===== src/rtl/core/udrmq_pkg.sv =====
package udrmq_pkg;

    // Table and queue sizing
    localparam int MAX_RULES   = 64;
    localparam int QUEUE_DEPTH = 256;
    localparam int RI_W        = $clog2(MAX_RULES);
    localparam int RC_W        = $clog2(MAX_RULES + 1);
    localparam int QA_W        = $clog2(QUEUE_DEPTH);
    localparam int PTR_W       = 8;
    localparam int FILL_W      = 9;

    // Queue size register limits
    localparam int QSIZE_W   = 9;
    localparam int QSIZE_MIN = 8;
    localparam int QSIZE_MAX = 256;
    localparam int QSIZE_RST = (32 > QUEUE_DEPTH) ? QUEUE_DEPTH : 32;

    // Result field widths
    localparam int STATUS_W = 2;
    localparam int COUNT_W  = 7;
    localparam int ENTRY_W  = 6;
    localparam int COUNT_SAT = 127;

    localparam int MODE_W     = 3;
    localparam int IN_DATA_W  = 88;
    localparam int OUT_DATA_W = 16;

    typedef enum logic [MODE_W-1:0] {
        OP_APPEND     = 3'd0,
        OP_ACTIVATE   = 3'd1,
        OP_DEACTIVATE = 3'd2,
        OP_PROBE      = 3'd3,
        OP_POP        = 3'd4,
        OP_CLEAR      = 3'd5
    } op_t;

    typedef enum logic [STATUS_W-1:0] {
        ST_OK    = 2'd0,
        ST_FULL  = 2'd1,
        ST_NOCAT = 2'd2,
        ST_EMPTY = 2'd3
    } status_t;

    // Input beat payload, last field in the lowest bits
    typedef struct packed {
        logic        pad;
        logic        start_active;
        logic [7:0]  category_id;
        logic [5:0]  wildcard_mask;
        logic [7:0]  protocol_code;
        logic [7:0]  subclass_code;
        logic [7:0]  class_code;
        logic [15:0] release_code;
        logic [15:0] product_id;
        logic [15:0] vendor_id;
    } in_item_t;

    // Output beat payload, last field in the lowest bits
    typedef struct packed {
        logic               load_event;
        logic [ENTRY_W-1:0] entry_index;
        logic [COUNT_W-1:0] match_count;
        status_t            status;
    } out_item_t;

    // One stored rule, without its active flag
    typedef struct packed {
        logic [7:0]  category_id;
        logic [5:0]  wildcard_mask;
        logic [15:0] vendor_id;
        logic [15:0] product_id;
        logic [15:0] release_code;
        logic [7:0]  class_code;
        logic [7:0]  subclass_code;
        logic [7:0]  protocol_code;
    } rule_t;

    // Controller to datapath
    typedef struct packed {
        logic capture;
        logic dispatch;
        logic walk;
        logic load_out;
    } ctrl_cmd_t;

    // Datapath to controller
    typedef struct packed {
        logic walk_mode;
        logic walk_more;
        logic out_free;
    } ctrl_sts_t;

endpackage


===== src/rtl/core/udrmq_ctrl.sv =====
module udrmq_ctrl
    import udrmq_pkg::*;
(
    input  logic      clk,
    input  logic      rst_n,
    input  logic      in_valid,
    output logic      in_ready,
    input  ctrl_sts_t sts,
    output ctrl_cmd_t cmd
);

    typedef enum logic [1:0] {
        S_IDLE,
        S_DISPATCH,
        S_WALK,
        S_RESULT
    } state_t;

    state_t state_reg;
    state_t state_next;
    logic   in_ready_reg;
    logic   in_ready_next;

    // Next state and commands
    always_comb
    begin
        state_next   = state_reg;
        cmd          = '0;
        case (state_reg)
            S_IDLE:
            begin
                if (in_valid)
                begin
                    cmd.capture = 1'b1;
                    state_next  = S_DISPATCH;
                end
            end
            S_DISPATCH:
            begin
                cmd.dispatch = 1'b1;
                state_next   = sts.walk_mode ? S_WALK : S_RESULT;
            end
            S_WALK:
            begin
                cmd.walk = 1'b1;
                if (!sts.walk_more)
                begin
                    state_next = S_RESULT;
                end
            end
            S_RESULT:
            begin
                if (sts.out_free)
                begin
                    cmd.load_out = 1'b1;
                    state_next   = S_IDLE;
                end
            end
            default:
            begin
                state_next = S_IDLE;
            end
        endcase
        in_ready_next = (state_next == S_IDLE);
    end

    // Hold state and the input ready flag
    always_ff @(posedge clk or negedge rst_n)
    begin
        if (!rst_n)
        begin
            state_reg    <= S_IDLE;
            in_ready_reg <= 1'b1;
        end
        else
        begin
            state_reg    <= state_next;
            in_ready_reg <= in_ready_next;
        end
    end

    assign in_ready = in_ready_reg;

    a_ready_idle: assert property (@(posedge clk) disable iff (!rst_n)
        in_ready_reg |-> state_reg == S_IDLE)
        else $error("input ready outside idle");

    a_result_hold: assert property (@(posedge clk) disable iff (!rst_n)
        (state_reg == S_RESULT && !sts.out_free) |=> state_reg == S_RESULT)
        else $error("result dropped while output busy");

endmodule


===== config.mk =====
export PLATFORM = sky130hd
export DESIGN_NAME = udrmq_ctrl
export DESIGN_NICKNAME = d
export VERILOG_FILES = /design/src/rtl/core/udrmq_pkg.sv /design/src/rtl/core/udrmq_ctrl.sv
export SDC_FILE = /design/constraint.sdc
export NUM_CORES = 1
export LEC_CHECK = 0
export ABC_AREA = 1
export BUFFER_PORTS_ARGS = -buffer_cell sky130_fd_sc_hd__buf_2
export CORE_AREA = 2 2 39 41
export CTS_BUF_LIST = sky130_fd_sc_hd__clkbuf_4 sky130_fd_sc_hd__clkbuf_8
export CTS_CLUSTER_SIZE = 20
export DETAILED_ROUTE_END_ITERATION = 7
export DIE_AREA = 0 0 41 43
export PLACE_DENSITY_LB_ADDON = 0.2
export SLEW_MARGIN = 25
export SYNTH_ARGS = -nofsm -noshare
export SYNTH_HDL_FRONTEND = slang
export SYNTH_SLANG_ARGS = --single-unit

===== constraint.sdc =====
create_clock -name clk -period 1.4 [get_ports clk]
set_clock_uncertainty 0.15 [all_clocks]
set_input_delay 0.21 -clock clk [delete_from_list [all_inputs] [get_ports clk]]
set_output_delay 0.21 -clock clk [all_outputs]
set_load 0.05 [all_outputs]

======== Yosys cells after proc, flatten, opt, wreduce, memory -nomap -nowiden ========
Index checks and enable logic that the tools add are counted.
storage, ports and cells
  register bits after elaboration ......... 3
  output and inout port bits .............. 5
  word-level logic and storage cells ...... 18
cells by class
  equal/unequal tests ..................... 3
  mux-type cells .......................... 11
  reductions and logical operators ........ 2
operator list
  cell                  number
  $pmux W2 S4           1
  $mux W1               7
  $mux W2               3
  $eq A2 B2 Y1 const B  2
  $logic_not A2 Y1      2
  $eq A2 B1 Y1 const B  1

======== Longest topological paths before layout ========
  word-level depth ........................ 3
  gate-level depth with buffers ........... 5
  depth with buffers taken out ............ 5

======== Worst setup path after synthesis ========
Ideal clock, no wire load.
  kind .................................... register to register
  start ................................... reg state_reg[0]
  end ..................................... reg in_ready_reg (netlist: in_ready)
  library setup time ...................... 0.075 ns
  data arrival time ....................... 1.371 ns
  slack ................................... -0.196 ns
  cell stages (with the launch flop) ...... 6
  clock period less this slack ............ 1.596 ns
  path through ............................ dfrtp_1 -> inv_1 -> nor2_1 -> nand2_1 -> nand4_1 -> nor2_2
on the way
  word-level cells in the longest chain between the ends .. 3
ends and longest elaborated chain
  element                               RTL line          RTL
  start: declaration                    udrmq_ctrl.sv:19  state_t state_reg;
  start signal: assignment              udrmq_ctrl.sv:77  state_reg <= state_next;
  $eq A2 B2 Y1 (tied with other cells)  udrmq_ctrl.sv:29  case (state_reg)
  $pmux W2 S4 *                         udrmq_ctrl.sv:29
  named net state_next[0]               udrmq_ctrl.sv:20  state_t state_next;
  $logic_not A2 Y1 *                    udrmq_ctrl.sv:64  in_ready_next = (state_next == S_IDLE);
  named net in_ready_next               udrmq_ctrl.sv:22  logic in_ready_next;
  end signal: assignment                udrmq_ctrl.sv:78  in_ready_reg <= in_ready_next;
  end: declaration                      udrmq_ctrl.sv:21  logic in_ready_reg;
Mark *: on every way through the listed nets, which the timed path passes. The rest lies on a longest branch.

==> metrics.md <==
| Metric | Value |
|---|---|
| TNS Setup | `-0.01660 ns` |
| Hpwl dp | `~310 um` |
| Final non-filler cell area | `324.1 sq um` |
| Dpl ws | `roughly 0.11 ns` |
| Max incr delay on CP | `0.44 ns` |
| Htree depth | `1` |
| Period minus WS final | `1.417 ns` |
| Detailed Route WL | `437 um` |
| Post-Synth Simple-Gate Area | `35.94%` |
| Clock slew at reported path FFs | `0.04 ns` |
| Post-Synth Adder-Cell Area | `0%` |
| CTS tree | `built` |
| Worst r2r dst | `in_ready$_DFF_PN1_` |
| Initial Util | `11.57%` |
| P per Cell Area | `2567 mW/mm^2` |
| Max-slew violations | `0` |
| Area after DPL | `around 240 sq um` |
| Ant. Diodes | `0` |
| Area contributors post-synth | `dfrtp_1 (31%), dfstp_2 (16%), inv_1 (14%), nor2_2 (7.8%), nand2_1 (7.0%)` |
| Comb power frac | `56.5%` |
| Largest net degree at the start of global routing | `7` |
| Hold WS | `0.1590 ns` |
| Worst Slack Setup Final | `-0.01660 ns` |
| Sequential Power Share | `between 20 and 25%` |
| Mux share of post-synthesis cell area | `0%` |
| Syn_area_per_cell | `between 7 and 8 sq um` |
| Largest family of logic cells by synthesized area | `simple AND/OR/NAND/NOR gates` |
| Share of the synthesized area in the top cell type | `a little under a third` |
| Leading area contributor after synthesis | `dfrtp_1` |
| CP Data Arrival Time | `1.06 ns` |
| Max cap viols | `0` |
| P&R area growth vs syn | `102.3%` |
| Maximum clock path buffer count | `2` |
| Type of origin of the critical path | `flip-flop` |
| Clk_lat worst skew | `between 0.2 and 0.25 ns` |
| Min-Delay Path Class | `input port to asynchronous set/reset pin` |
| Total grt overflow | `0` |
| Overall Global Routing Usage | `6.647%` |
| Netlist cell types | `10` |
| Crit-path max FO | `6` |
| Post-Syn Nets | `28` |
| DR pass1 iterations | `2` |
| TritonCTS Buffers | `3` |
| Non-filler cells, final | `54` |
| Endpoints failing setup | `1` |
| Complex-gate fraction of the synthesized area | `0%` |
| Net Sw Frac | `approximately 49%` |
| Worst r2r src | `state_reg[1]$_DFF_PN0_` |
| YS warnings | `0` |
| Post-route clock period utilization | `101.2%` |
| Die area | `0.001763 sq mm` |
| CP Capture Type | `output port` |
| P_sw | `~0.4 mW` |
| Req. time, crit path | `1.04 ns` |
| Xor-xnor portion of the synthesized cell area | `0%` |
| Clk pwr share | `20.8%` |
| Dpl cells | `48` |
| CP Depth | `4` |
| Final Hold Viols | `0` |
| Family with the most delay on the worst path | `flip-flops` |
| Placer Congestion | `0.5608` |
| DRC | `0` |
| Global-route wire length before repair | `~660 um` |
| # IOs | `11` |
| Routed Antenna Nets | `0` |
| Status | `finished, violations left` |
| Final core occ | `23.42%` |
| Crit-path slowest cell | `dfrtp_2` |
| Pwr Total | `0.8319 mW` |
| Initial antenna violation count | `0` |
| Max IR drop VDD | `0.6973 mV` |
| Static Leakage | `0.1710 nW` |
| Via count | `approximately 180` |
| RSZ-0062 raised after global routing | `yes` |
| Yosys reg bits | `3` |
| Flop-to-flop setup slack | `approximately 0.25 ns` |
| Root Buffer | `clkbuf_4` |
| Crit path capture | `cmd[3]` |
| Die H | `43 um` |
| Worst path bufs/invs | `2` |
| Internal | `0.4278 mW` |
| Max reg flops | `2` |
| Core Area | `around 0.0014 sq mm` |
| Failing checks | `setup timing` |
| IO buf count | `10` |
| Sink Count | `3` |
| Worst reg-to-reg path cell count | `5` |
| Wirelength per Cell | `roughly 8 um` |
| Fin nets | `45` |
| Worst Setup SP | `state_reg[1]$_DFF_PN0_` |
| F_max | `705.9 MHz` |
| Slew headroom | `83.41%` |
| Via density | `3.389` |
| Post-synthesis cell area | `approximately 160 sq um` |
| Syn Inst Count | `22` |
| Row count | `14` |
| DRT iter0 DRCs | `1` |
| Die W | `a little over 40 um` |
| Vias in the first global route | `180` |
| Sequential share of the synthesized area | `47.66%` |
| Worst Tran Pin Value | `0.2506 ns` |
| Layout cells sized above 1 | `68.42%` |
| Cell chain of the critical path | `nor2_4, nand2_2, inv_2, buf_8` |
| CP Class | `flip-flop to output port` |
-- synth_stat cells (all sizes together) --
library cell,n
nand4,1
inv,7
nand2,3
nand3,2
dfrtp,2
or2,1
nor2,5
dfstp,1
-- logic make-up after synthesis --
logic type | Yosys count
DFF | 3
buffers and inverters | 7
and+or+nand+nor | 12
-- power by group through the flow --
stage | clock network (mW) | registers [mW] | logic [mW]
after floorplan | 0 | 0.198 | 0.275
after global placement | 0 | 0.173 | 0.381
after detailed placement | 0 | 0.172 | 0.381
after CTS | 0.186 | 0.171 | 0.425
after global routing | 0.200 | 0.194 | 0.501
final | 0.173 | 0.189 | 0.470
-- worst min-delay path by stage --
| stage | slack (ns) | endpoint |
|---|---|---|
| global route | 0.15 | state_reg[0]$_DFF_PN0_ |
| finish | 0.16 | state_reg[1]$_DFF_PN0_ |
| CTS | 0.14 | state_reg[1]$_DFF_PN0_ |
| floorplan | -0.24 | state_reg[0]$_DFF_PN0_ |
| global placement | -0.14 | state_reg[0]$_DFF_PN0_ |
| detailed placement | -0.14 | state_reg[1]$_DFF_PN0_ |
-- layout make-up --
cell class | instances | area (sq um)
Fill cell | 170 | 1060
Timing Repair Buffer | 12 | 96.34
Sequential cell | 3 | 78.83
Multi-Input combinational cell | 12 | 72.57
Clock buffer | 4 | 30.03
Inverter | 7 | 26.28
Tap cell | 16 | 20.02
-- layer usage --
layer	share of wire (%)	up-vias	GRT usage [%]	routed length, um
li1	-	95	-	-
met1	48	77	6.494	211
met2	41	11	6.875	180
met3	10	0	4.712	44
met4	0	0	10.00	0
met5	0	-	0	0
-- cells in the final DEF (no fill, tap or decap), drive strengths merged --
cell         Yosys  layout
inv              7       7
nand3            2       2
clkbuf           0       4
buf              0      11
nand2            3       3
nor2             5       5
or2              1       1
dfrtp            2       2
nand4            1       1
dfstp            1       1
dlygate4sd3      0       1
-- what timing repair did --
item                                   CTS  global route
setup endpoints to repair                4             4
hold buffers                             1             0
buffers inserted                         0             1
gates resized for setup                  6             9
pin swaps                                2             3
endpoints found under the hold margin    3             0
Note: power is estimated with default switching activity, not from simulation.
